File: src/design/lfac_pkg.sv
// Shared constants, command codes and result type for the LRU cache.
`timescale 1ns / 1ps

package lfac_pkg;

  localparam int CAPACITY  = 16;
  localparam int KEY_BITS  = 32;
  localparam int DATA_BITS = 32;

  localparam int OPCODE_W  = 2;
  localparam int KEY_IN_W  = 32;
  localparam int DATA_IN_W = 32;
  localparam int OUT_W     = 32;

  localparam logic [OPCODE_W-1:0] OP_LOOKUP = 2'd0;
  localparam logic [OPCODE_W-1:0] OP_INSERT = 2'd1;
  localparam logic [OPCODE_W-1:0] OP_CLEAR  = 2'd2;

  typedef enum logic [1:0] {
    CMD_LOOKUP,
    CMD_INSERT,
    CMD_CLEAR,
    CMD_NOP
  } cmd_kind_e;

  typedef struct packed {
    logic             hit;
    logic [OUT_W-1:0] found_value;
  } result_t;

endpackage

File: src/design/lfac_fifo.sv
// Small synchronous queue with valid/ready on both sides.
`timescale 1ns / 1ps

module lfac_fifo #(
  parameter int WIDTH = 8,
  parameter int DEPTH = 2
) (
  input  logic             clk_i,
  input  logic             rst_ni,
  input  logic             wr_valid_i,
  output logic             wr_ready_o,
  input  logic [WIDTH-1:0] wr_data_i,
  output logic             rd_valid_o,
  input  logic             rd_ready_i,
  output logic [WIDTH-1:0] rd_data_o
);

  localparam int PW = (DEPTH > 1) ? $clog2(DEPTH) : 1;
  localparam int CW = $clog2(DEPTH + 1);

  logic [WIDTH-1:0] slot_q [DEPTH];
  logic [PW-1:0]    wr_ptr_q, rd_ptr_q;
  logic [CW-1:0]    count_q;
  logic             do_wr, do_rd;

  assign wr_ready_o = (count_q != CW'(DEPTH));
  assign rd_valid_o = (count_q != '0);
  assign rd_data_o  = slot_q[rd_ptr_q];
  assign do_wr      = wr_valid_i && wr_ready_o;
  assign do_rd      = rd_ready_i && rd_valid_o;

  always_ff @(posedge clk_i or negedge rst_ni) begin
    if (!rst_ni) begin
      wr_ptr_q <= '0;
      rd_ptr_q <= '0;
      count_q  <= '0;
    end else begin
      if (do_wr) begin
        wr_ptr_q <= (wr_ptr_q == PW'(DEPTH - 1)) ? '0 : wr_ptr_q + 1'b1;
      end
      if (do_rd) begin
        rd_ptr_q <= (rd_ptr_q == PW'(DEPTH - 1)) ? '0 : rd_ptr_q + 1'b1;
      end
      if (do_wr && !do_rd) begin
        count_q <= count_q + 1'b1;
      end else if (do_rd && !do_wr) begin
        count_q <= count_q - 1'b1;
      end
    end
  end

  always_ff @(posedge clk_i) begin
    if (do_wr) begin
      slot_q[wr_ptr_q] <= wr_data_i;
    end
  end

endmodule

File: src/design/lfac_front.sv
// Input stage: accepts beats, decodes the opcode and trims key and data words.
`timescale 1ns / 1ps

module lfac_front #(
  parameter int KEY_BITS  = lfac_pkg::KEY_BITS,
  parameter int DATA_BITS = lfac_pkg::DATA_BITS
) (
  input  logic                               clk_i,
  input  logic                               rst_ni,
  input  logic                               push_i,
  output logic                               full_o,
  input  logic [lfac_pkg::OPCODE_W-1:0]      opcode_i,
  input  logic [lfac_pkg::KEY_IN_W-1:0]      search_key_i,
  input  logic [lfac_pkg::DATA_IN_W-1:0]     new_value_i,
  output logic                               cmd_valid_o,
  input  logic                               cmd_ready_i,
  output lfac_pkg::cmd_kind_e                cmd_kind_o,
  output logic [KEY_BITS-1:0]                cmd_key_o,
  output logic [DATA_BITS-1:0]               cmd_value_o
);

  logic                 valid_q;
  lfac_pkg::cmd_kind_e  kind_q, kind_d;
  logic [KEY_BITS-1:0]  key_q;
  logic [DATA_BITS-1:0] value_q;
  logic                 take;

  assign full_o      = valid_q && !cmd_ready_i;
  assign take        = push_i && !full_o;
  assign cmd_valid_o = valid_q;
  assign cmd_kind_o  = kind_q;
  assign cmd_key_o   = key_q;
  assign cmd_value_o = value_q;

  always_comb begin
    case (opcode_i)
      lfac_pkg::OP_LOOKUP: kind_d = lfac_pkg::CMD_LOOKUP;
      lfac_pkg::OP_INSERT: kind_d = lfac_pkg::CMD_INSERT;
      lfac_pkg::OP_CLEAR:  kind_d = lfac_pkg::CMD_CLEAR;
      default:             kind_d = lfac_pkg::CMD_NOP;
    endcase
  end

  always_ff @(posedge clk_i or negedge rst_ni) begin
    if (!rst_ni) begin
      valid_q <= 1'b0;
      kind_q  <= lfac_pkg::CMD_NOP;
    end else begin
      if (take) begin
        valid_q <= 1'b1;
        kind_q  <= kind_d;
      end else if (cmd_ready_i) begin
        valid_q <= 1'b0;
      end
    end
  end

  always_ff @(posedge clk_i) begin
    if (take) begin
      key_q   <= KEY_BITS'(search_key_i);
      value_q <= DATA_BITS'(new_value_i);
    end
  end

endmodule

File: src/design/lfac_back.sv
// Cache engine: tag compare, recency select and update, data store.
`timescale 1ns / 1ps

module lfac_back #(
  parameter int CAPACITY  = lfac_pkg::CAPACITY,
  parameter int KEY_BITS  = lfac_pkg::KEY_BITS,
  parameter int DATA_BITS = lfac_pkg::DATA_BITS
) (
  input  logic                 clk_i,
  input  logic                 rst_ni,
  input  logic                 cmd_valid_i,
  output logic                 cmd_pop_o,
  input  lfac_pkg::cmd_kind_e  cmd_kind_i,
  input  logic [KEY_BITS-1:0]  cmd_key_i,
  input  logic [DATA_BITS-1:0] cmd_value_i,
  output logic                 res_valid_o,
  input  logic                 res_ready_i,
  output lfac_pkg::result_t    res_o
);

  localparam int RW = $clog2(CAPACITY);

  localparam logic [2:0] S_IDLE = 3'd0;
  localparam logic [2:0] S_CMP  = 3'd1;
  localparam logic [2:0] S_SEL  = 3'd2;
  localparam logic [2:0] S_PRO  = 3'd3;
  localparam logic [2:0] S_RES  = 3'd4;

  logic [2:0]           state_q, state_d;
  lfac_pkg::cmd_kind_e  kind_q;
  logic [KEY_BITS-1:0]  key_q;
  logic [DATA_BITS-1:0] value_q;
  logic                 hit_q;
  logic [RW-1:0]        sel_rank_q;
  logic [CAPACITY-1:0]  match_q, match_d;
  logic [CAPACITY-1:0]  valid_q;
  logic [RW-1:0]        rank_q [CAPACITY];
  logic [KEY_BITS-1:0]  tag_q  [CAPACITY];
  logic [DATA_BITS-1:0] data_mem [CAPACITY];
  logic [DATA_BITS-1:0] rd_q;

  logic [CAPACITY-1:0]  by_rank;
  logic                 low_found;
  logic [RW-1:0]        low_rank;
  logic [RW-1:0]        sel_idx;
  logic [63:0]          rd_wide;
  logic                 do_write;

  always_comb begin
    match_d  = '0;
    by_rank  = '0;
    low_rank = '0;
    sel_idx  = '0;
    for (int i = 0; i < CAPACITY; i++) begin
      match_d[i] = valid_q[i] && (tag_q[i] == key_q);
      by_rank[rank_q[i]] = by_rank[rank_q[i]] | match_q[i];
      if (rank_q[i] == sel_rank_q) begin
        sel_idx = sel_idx | RW'(i);
      end
    end
    for (int r = CAPACITY - 1; r >= 0; r--) begin
      if (by_rank[r]) begin
        low_rank = RW'(r);
      end
    end
    low_found = |by_rank;
  end

  always_comb begin
    state_d   = state_q;
    cmd_pop_o = 1'b0;
    case (state_q)
      S_IDLE: begin
        cmd_pop_o = cmd_valid_i;
        if (cmd_valid_i) state_d = S_CMP;
      end
      S_CMP: begin
        case (kind_q)
          lfac_pkg::CMD_LOOKUP: state_d = S_SEL;
          lfac_pkg::CMD_INSERT: state_d = S_PRO;
          default:              state_d = S_RES;
        endcase
      end
      S_SEL: state_d = low_found ? S_PRO : S_RES;
      S_PRO: state_d = S_RES;
      S_RES: begin
        if (res_ready_i) state_d = S_IDLE;
      end
      default: state_d = S_IDLE;
    endcase
  end

  assign do_write = (state_q == S_PRO) && (kind_q == lfac_pkg::CMD_INSERT);

  always_ff @(posedge clk_i or negedge rst_ni) begin
    if (!rst_ni) begin
      state_q <= S_IDLE;
      kind_q  <= lfac_pkg::CMD_NOP;
      hit_q   <= 1'b0;
      valid_q <= '0;
      for (int i = 0; i < CAPACITY; i++) begin
        rank_q[i] <= RW'(i);
      end
    end else begin
      state_q <= state_d;
      if (state_q == S_IDLE && cmd_valid_i) begin
        kind_q <= cmd_kind_i;
        hit_q  <= 1'b0;
      end
      if (state_q == S_CMP && kind_q == lfac_pkg::CMD_CLEAR) begin
        valid_q <= '0;
      end
      if (state_q == S_SEL && low_found) begin
        hit_q <= 1'b1;
      end
      if (state_q == S_PRO) begin
        for (int i = 0; i < CAPACITY; i++) begin
          if (rank_q[i] < sel_rank_q) begin
            rank_q[i] <= rank_q[i] + 1'b1;
          end else if (rank_q[i] == sel_rank_q) begin
            rank_q[i] <= '0;
          end
        end
      end
      if (do_write) begin
        valid_q[sel_idx] <= 1'b1;
      end
    end
  end

  always_ff @(posedge clk_i) begin
    if (state_q == S_IDLE && cmd_valid_i) begin
      key_q   <= cmd_key_i;
      value_q <= cmd_value_i;
    end
    if (state_q == S_CMP) begin
      match_q <= match_d;
      if (kind_q == lfac_pkg::CMD_INSERT) begin
        sel_rank_q <= RW'(CAPACITY - 1);
      end
    end
    if (state_q == S_SEL) begin
      sel_rank_q <= low_rank;
    end
    if (do_write) begin
      tag_q[sel_idx] <= key_q;
    end
  end

  always_ff @(posedge clk_i) begin
    if (do_write) begin
      data_mem[sel_idx] <= value_q;
    end
    if (state_q == S_PRO) begin
      rd_q <= data_mem[sel_idx];
    end
  end

  assign rd_wide           = 64'(rd_q);
  assign res_valid_o       = (state_q == S_RES);
  assign res_o.hit         = hit_q;
  assign res_o.found_value = hit_q ? rd_wide[lfac_pkg::OUT_W-1:0] : '0;

endmodule

File: src/design/lru_fully_associative_cache.sv
// Top level of the fully associative LRU cache.
`timescale 1ns / 1ps

// Fully associative cache of CAPACITY entries held in strict recency order.
// Every beat on the input queue (lookup, insert, clear, or an unused opcode
// that changes nothing) yields exactly one result beat, in order. A lookup
// returns the data of the most recent valid entry with a matching key and
// makes it most recent; an insert replaces the least recent entry without a
// duplicate check; clear drops all entries and keeps the recency order.
// Beats pass a one-entry input stage and a two-entry command queue into a
// single compare and rank-update engine, which steps through compare,
// lowest-rank select for a lookup, rank update with data read for a lookup
// hit or an insert, and result; a clear or unused opcode goes from compare
// straight to result. Results wait in a two-entry result queue.
// Tag compare and rank update act on all entries in parallel.

module lru_fully_associative_cache #(
  parameter int CAPACITY  = lfac_pkg::CAPACITY,
  parameter int KEY_BITS  = lfac_pkg::KEY_BITS,
  parameter int DATA_BITS = lfac_pkg::DATA_BITS
) (
  input  logic                           clk_i,
  input  logic                           rst_ni,
  input  logic                           push,
  output logic                           full,
  input  logic [lfac_pkg::OPCODE_W-1:0]  opcode_i,
  input  logic [lfac_pkg::KEY_IN_W-1:0]  search_key_i,
  input  logic [lfac_pkg::DATA_IN_W-1:0] new_value_i,
  output logic                           empty,
  input  logic                           pop,
  output logic                           hit_o,
  output logic [lfac_pkg::OUT_W-1:0]     found_value_o
);

  localparam int CMD_W = 2 + KEY_BITS + DATA_BITS;
  localparam int RES_W = $bits(lfac_pkg::result_t);

  logic                 fr_valid, fr_ready;
  lfac_pkg::cmd_kind_e  fr_kind;
  logic [KEY_BITS-1:0]  fr_key;
  logic [DATA_BITS-1:0] fr_value;

  logic                 cq_valid, cq_pop;
  logic [CMD_W-1:0]     cq_data;
  lfac_pkg::cmd_kind_e  be_kind;
  logic [KEY_BITS-1:0]  be_key;
  logic [DATA_BITS-1:0] be_value;

  logic                 be_res_valid, be_res_ready, rq_valid;
  lfac_pkg::result_t    be_res, rq_res;
  logic [RES_W-1:0]     rq_data;

  lfac_front #(
    .KEY_BITS  (KEY_BITS),
    .DATA_BITS (DATA_BITS)
  ) u_front (
    .clk_i        (clk_i),
    .rst_ni       (rst_ni),
    .push_i       (push),
    .full_o       (full),
    .opcode_i     (opcode_i),
    .search_key_i (search_key_i),
    .new_value_i  (new_value_i),
    .cmd_valid_o  (fr_valid),
    .cmd_ready_i  (fr_ready),
    .cmd_kind_o   (fr_kind),
    .cmd_key_o    (fr_key),
    .cmd_value_o  (fr_value)
  );

  lfac_fifo #(
    .WIDTH (CMD_W),
    .DEPTH (2)
  ) u_cmd_q (
    .clk_i      (clk_i),
    .rst_ni     (rst_ni),
    .wr_valid_i (fr_valid),
    .wr_ready_o (fr_ready),
    .wr_data_i  ({fr_kind, fr_key, fr_value}),
    .rd_valid_o (cq_valid),
    .rd_ready_i (cq_pop),
    .rd_data_o  (cq_data)
  );

  assign be_kind  = lfac_pkg::cmd_kind_e'(cq_data[CMD_W-1 -: 2]);
  assign be_key   = cq_data[DATA_BITS +: KEY_BITS];
  assign be_value = cq_data[DATA_BITS-1:0];

  lfac_back #(
    .CAPACITY  (CAPACITY),
    .KEY_BITS  (KEY_BITS),
    .DATA_BITS (DATA_BITS)
  ) u_back (
    .clk_i       (clk_i),
    .rst_ni      (rst_ni),
    .cmd_valid_i (cq_valid),
    .cmd_pop_o   (cq_pop),
    .cmd_kind_i  (be_kind),
    .cmd_key_i   (be_key),
    .cmd_value_i (be_value),
    .res_valid_o (be_res_valid),
    .res_ready_i (be_res_ready),
    .res_o       (be_res)
  );

  lfac_fifo #(
    .WIDTH (RES_W),
    .DEPTH (2)
  ) u_res_q (
    .clk_i      (clk_i),
    .rst_ni     (rst_ni),
    .wr_valid_i (be_res_valid),
    .wr_ready_o (be_res_ready),
    .wr_data_i  (be_res),
    .rd_valid_o (rq_valid),
    .rd_ready_i (pop),
    .rd_data_o  (rq_data)
  );

  assign rq_res        = lfac_pkg::result_t'(rq_data);
  assign empty         = !rq_valid;
  assign hit_o         = rq_res.hit;
  assign found_value_o = rq_res.found_value;

endmodule

File: config.mk
export PLATFORM = sky130hd
export DESIGN_NAME = lru_fully_associative_cache
export DESIGN_NICKNAME = d
export VERILOG_FILES = /design/src/design/lfac_pkg.sv /design/src/design/lfac_fifo.sv /design/src/design/lfac_front.sv /design/src/design/lfac_back.sv /design/src/design/lru_fully_associative_cache.sv
export SDC_FILE = /design/constraint.sdc
export NUM_CORES = 2
export LEC_CHECK = 0
export BUFFER_PORTS_ARGS = -buffer_cell sky130_fd_sc_hd__buf_2
export CELL_PAD_IN_SITES_DETAIL_PLACEMENT = 1
export CELL_PAD_IN_SITES_GLOBAL_PLACEMENT = 2
export CORE_ASPECT_RATIO = 0.75
export CORE_MARGIN = 8
export CORE_UTILIZATION = 45
export DETAILED_ROUTE_END_ITERATION = 16
export PLACE_DENSITY_LB_ADDON = 0.05
export SKIP_LAST_GASP = 1
export SYNTH_ARGS = -nofsm -noshare
export SYNTH_HDL_FRONTEND = slang
export SYNTH_SLANG_ARGS = --single-unit
File: constraint.sdc
create_clock -name clk_i -period 12.3 [get_ports clk_i]
set_input_delay 1.23 -clock clk_i [delete_from_list [all_inputs] [get_ports clk_i]]
set_output_delay 1.23 -clock clk_i [all_outputs]
set_load 0.1 [all_outputs]
---- Word level (Yosys, flattened, before mapping) ----
Memories as Yosys holds them, arrays and structs flattened. A register that Yosys moved wholly into a read port is not among the register bits.
Index checks and enable logic that the tools add are counted.
word-level totals
  bits in registers ....................... 245
  bits in writable memories ............... 1,222
  ROM bits ................................ 16
  bits of input ports ..................... 70
  output and inout bits ................... 35
  word-level logic and storage cells ...... 449
  memories kept ........................... 5
memory list
  name              depth  width  rd ports  clocked after Yosys merged registers in  wr ports  line             text
  u_back.data_mem   16     32     1         1                                        1         lfac_back.sv:39  logic [DATA_BITS-1:0] data_mem [CAPACITY];
  u_back.tag_q      16     32     16        0                                        1         lfac_back.sv:38  logic [KEY_BITS-1:0] tag_q [CAPACITY];
  u_cmd_q.slot_q    2      66     1         0                                        1         lfac_fifo.sv:21  logic [WIDTH-1:0] slot_q [DEPTH];
  u_res_q.slot_q    2      33     1         0                                        1         lfac_fifo.sv:21
  (name not given)  16     1      1         0                                        0         lfac_back.sv:56  by_rank[rank_q[i]] = by_rank[rank_q[i]] | match_q[i];
operators by class
  add/subtract/negate cells ............... 24
  $lt $le $gt $ge ......................... 50
  equality and inequality tests ........... 44
  multiplexer cells ....................... 174
  bitwise operators ....................... 18
  reductions and logical operators ........ 100
operators with widths
  cell                   count
  $eq A32 B32 Y1         16
  $bwmux W16             15
  $mux W4                59
  $lt A4 B5 Y1 const B   17
  $demux W1 S4           17
  $ge A4 B1 Y1 const B   17
  $add A4 B1 Y4 const B  16
  $eq A4 B4 Y1           16
  $lt A4 B4 Y1           16
  $bmux W1 S4            15
  $mux W1                49
  $reduce_bool A2 Y1     24
  $logic_and A1 B1 Y1    47
  $reduce_and A2 Y1      18
  $mux W16               2
  $mux W32               1
  $mux W3                7
  $and A16 B16 Y16       1
  $or A1 B1 Y1           16
  $or A16 B16 Y16        1
  $reduce_or A16 Y1      1
  $pmux W3 S5            1
  $mux W2                6
  $logic_not A1 Y1       7
  other kinds (14)       25

---- Longest topological paths before layout ----
  word-level depth ........................ 82
  gate-level depth with buffers ........... 44
  gate-level depth less buffers ........... 38

---- Cells and area by module ----
Synthesis repeated with hierarchy kept, for this count alone.
second synthesis, totals
  cells, all modules ...................... 5,570
  area, all modules ....................... 71,727.5 sq um
by module, submodules not included
  module                       times used  cells an instance  area each (sq um)  sequential area each (sq um)
  lfac_back                    1           5,151              61,856.8           36,427.4
  lfac_fifo at u_cmd_q         1           223                5,069.9            4,063.9
  lfac_fifo at u_res_q         1           121                2,727.6            2,082.0
  lfac_front                   1           74                 2,069.5            1,999.4
  lru_fully_associative_cache  1           1                  3.8                0.0

---- Least setup slack after synthesis ----
No wires, ideal clock.
  path kind ............................... reg2reg
  start point ............................. register u_back.rank_q[60] (netlist bit)
  end point ............................... register u_back.sel_rank_q[3] (data pin)
  setup time .............................. 0.254 ns
  arrival ................................. 10.107 ns
  required time ........................... 12.046 ns
  setup slack ............................. 1.939 ns
  stages on the path, launching flop included .. 40
  path buffers ............................ 2
  period minus slack after synthesis ...... 10.361 ns
  cell sequence ........................... dfrtp_1 -> inv_1 -> ha_1 -> mux4_2 -> and3_1 -> or4_4 -> a21oi_2 -> o221ai_2 -> a21oi_4 -> buf_4 -> o211ai_1 -> a32oi_1 -> a31oi_1 -> o31ai_4 -> nand4_2 -> o311ai_2 -> a22oi_2 -> o41ai_2 -> [... 4 more ...] -> o32ai_2 -> a221oi_2 -> o2111ai_2 -> a211oi_1 -> a211oi_1 -> nor4_2 -> a41oi_1 -> a22o_1 -> a211o_1 -> o21ba_2 -> o22ai_1 -> a2111oi_2 -> and2_1 -> buf_2 -> o31a_1 -> nor4b_1 -> or4b_4 -> a21o_1
between the ends
  cells in the longest elaborated chain, start to end .. 82
  elaborated cells on any way between the ends .. 86
  those cells by class .................... order compare: 2; mux: 65; bitwise: 17; reduce/logical: 1; memory: 1
ends and longest elaborated chain
  element                                                             line              text
  start: declaration                                                  lfac_back.sv:37   logic [RW-1:0] rank_q [CAPACITY];
  start signal: indexed assignment                                    lfac_back.sv:102  rank_q[i] <= RW'(i);
  start signal: indexed assignment                                    lfac_back.sv:119  rank_q[i] <= rank_q[i] + 1'b1;
  $lt A4 B5 Y1 (not written as such) or $ge A4 B1 Y1 (tied branches)  lfac_back.sv:56
  $logic_and A1 B1 Y1 (not written as such)                           lfac_back.sv:56
  $mux W1 (not written as such)                                       lfac_back.sv:56
  $demux W1 S4                                                        --
  $and A16 B16 Y16 (no source line) (*)                               --
  $bmux W1 S4                                                         lfac_back.sv:56
  $mux W1 (not written as such)                                       lfac_back.sv:56
  $or A1 B1 Y1                                                        lfac_back.sv:56
  [... 52 more ...]                                                   --
  $bwmux W16 (*)                                                      lfac_back.sv:56
  $bmux W1 S4                                                         lfac_back.sv:56
  $mux W1 (not written as such)                                       lfac_back.sv:56
  $or A1 B1 Y1                                                        lfac_back.sv:56
  $bwmux W16 (*)                                                      lfac_back.sv:56
  $mux W4 (15 in a row)                                               lfac_back.sv:62   if (by_rank[r]) begin
  $mux W4 (*)                                                         lfac_back.sv:62
  $mux W4 (*)                                                         lfac_back.sv:142  if (state_q == S_SEL) begin
  end signal: assignment                                              lfac_back.sv:139  sel_rank_q <= RW'(CAPACITY - 1);
  end signal: assignment                                              lfac_back.sv:143  sel_rank_q <= low_rank;
  end: declaration                                                    lfac_back.sv:34   logic [RW-1:0] sel_rank_q;
Every way passes the cells marked *; elsewhere a longest branch is shown, timed or not. The select of a mux whose other input is x is not followed.
A chain may end at the register's enable or synchronous reset.

---- Worst setup path after layout ----
  start point ............................. register u_back.rank_q[60] (netlist bit)
  end point ............................... register u_back.sel_rank_q[0] (data pin)
The elaborated chain is that of the path after synthesis.

==> out/summary.txt <==
Element type at the critical path start: flip-flop
Post-synth top cells: 1402 x edfxtp_1, 882 x nand2_1, 430 x xnor2_1
Nature of the critical path endpoint: flip-flop
Synth area leader: edfxtp_1
Number of synthesized register bits: 1499
CP required: 12.96 ns
Number of CTS-inserted buffers: 150
Initial antenna violation count: 12
Root Driver: clkbuf_16
Fin crit share: 0.961
Die width: 477 um
Sequential element share of the synthesized area: 0.622
Synth top area share: 0.587
Kind of critical path: flip-flop to flip-flop
DPL Wire Length: 153 mm
First-pass detailed-route iteration total: 5
Slew of the pin with the lowest slew margin: 1.26 ns
Mean Syn Cell Area: 12.3 um^2
Most frequent CP cell: buf_4
Count leader, synth: edfxtp_1
Final ANT Viol Nets: 0
H-tree depth: 4
Fmax: 0.0846 GHz
Maximum clock path buffer count: 3
Area Growth Syn to Fin: 13.0%
Drt drc: 0
Initial Utilization: 0.451
Synth async-reset ratio: 0.0647
Syn Nets: 6020
Top-level port count: 105
Vias: 50.4k
Synth Instances: 5820
Crit path max fanout: 11
Placer congestion estimate: 0.918
Crit path largest cell delay: 0.58 ns
Worst-Skew Late Latency: 0.81 ns
Slowest-stage cell, CP: a221oi_1
Clock transition at the registers of the reported paths: 0.06 ns
Final Slew Violations: 0
Clk_skew: 0.0506 ns
Min Tclk post-route: 11.82 ns
Synth top area cells: edfxtp_1 59%, xnor2_1 5.3%, nand2_1 4.6%, ha_1 2.3%, dfrtp_1 2.1%
Number of port buffers: 104
Wire length of the first global-routing pass: 346 mm
FP Rows: 127
CP startpoint: u_back.rank_q[60]
Post-synth top flop: edfxtp_1
Max-cap violations: 0
Worst R2R Start: u_back.rank_q[60]
Wire per inst: 28.5 um
Avg Vias per Cell: 6.10
Final nets: 6207
Die Ht: 362 um
Largest net degree at the start of global routing: 156
Drt initial violations: 4596
Hold_buf cts: 0
Drt total wl: 236 mm
Setup-failing EPs final: 0
Mapped Area: 71700 um^2
Vias in the first global route: 50.8k
Sink Count: 1499
EDFF count, synth: 1402
Total congestion overflow: 0
Share of post-route cells with drive strength above 1: 0.147
Die area: 172000 um^2
Status: complete, no violations
Worst min path class: input port to asynchronous set/reset pin
Synth unique cells: 115
Synth warnings: 0
Hold Slack: 0.405 ns
Slew margin rel.: 0.156
Core Area: 159000 um^2
CTS tree: yes
Final hold violations: 0
Fin util: 0.509
Worst Path Arrival: 12.48 ns
Global-route usage over all layers: 0.263
-- cell families (layout without fill, tap and decap cells) --
family                     after synthesis  in the layout  synth area share
and+or+nand+nor                       2011           2011             0.136
muxes                                  155            156            0.0242
buffers and inverters                  443            749            0.0237
adders and majority gates              130            130            0.0227
other                                    0              8                 0
AOI/OAI and AO/OA                     1064           1065             0.109
DFF                                   1499           1499             0.622
xor gates and xnor gates               518            518            0.0633
-- per-layer routing --
layer,part of all wire,track usage,up-vias
met1,0.49,0.409,26281
met5,0.00033,0,-
met2,0.43,0.394,1571
met4,0.016,0.0475,10
li1,-,-,22309
met3,0.063,0.0415,275
-- cell type report --
class / count / area, um^2
fill: 16085 / 78000
timing repair buffer: 363 / 2510
inverter: 113 / 428
antenna: 8 / 20.0
clock inverter: 89 / 960
multi-input combinational: 3880 / 26000
tap: 2128 / 2660
clock buffer: 184 / 3910
sequential: 1499 / 44600
-- cell usage in the layout (no fill, tap or decap), drive strengths merged, types with 58 or more instances in the layout --
master  synthesis  final
edfxtp       1402   1402
nand2         882    882
xnor2         430    430
buf            38    363
nand3         229    229
nor2          215    215
a21oi         193    194
clkbuf        292    184
o21ai         160    160
nand4         140    140
ha            130    130
inv           107    112
mux2          109    109
and2           93     93
a31oi          93     93
xor2           88     88
nor4           88     88
a311oi         82     82
and3           78     78
clkinv          6     77
dfrtp          61     61
nor3           61     61
nor2b          58     58
-- timing repair --
action,CTS,global route
setup buffers,0,21
pin swaps,0,16
cloned,0,2
gates resized for setup,1,58
endpoints found under the setup margin,1,8
-- state kept, by name, summed over array words and instances (netlist names), 64 cells and up --
register / flops
u_res_q.slot_q: 66
u_back.rank_q: 64
u_cmd_q.slot_q: 132
u_back.data_mem: 512
u_back.tag_q: 512
-- worst paths after layout --
path	endpoint	slack, ns	depth (start not counted)
max reg2reg	u_back.sel_rank_q[0]	0.48	47
min in group clk_i	u_cmd_q.slot_q[1][53]	0.44	0
min reg2reg	u_cmd_q.slot_q[1][53]	0.44	0
min	u_front.cmd_valid_o	0.40	1
max	u_back.sel_rank_q[0]	0.48	47
max in group asynchronous	u_back.rank_q[57]	10.42	2
-- per-stage QoR --
step	setup WS (ns)	std cells	cell area, um^2	setup TNS, ns
final	0.484	8264	81000	0
after global routing	-0.00965	8256	81000	-0.00965
after CTS	0.0264	8233	80500	0
after detailed placement	0.0463	7960	75600	0
after global placement	0.335	7960	75600	0
after floorplan	1.94	5820	71700	0
-- worst max-delay path, delay by kind of cell, from the launching register on --
| kind | cells | cell delay (ns) |
|---|---|---|
| AO/OA/AOI/OAI | 28 | 7.17 |
| buffers and inverters | 12 | 2.19 |
| AND/OR/NAND/NOR | 5 | 1.12 |
| flip-flops | 1 | 0.45 |
| multiplexers | 1 | 0.43 |
| adder cells (fa/ha/maj) | 1 | 0.26 |
Power is not shown: default switching activity piles up to over one toggle a cycle in this logic, so the estimate is an artifact.
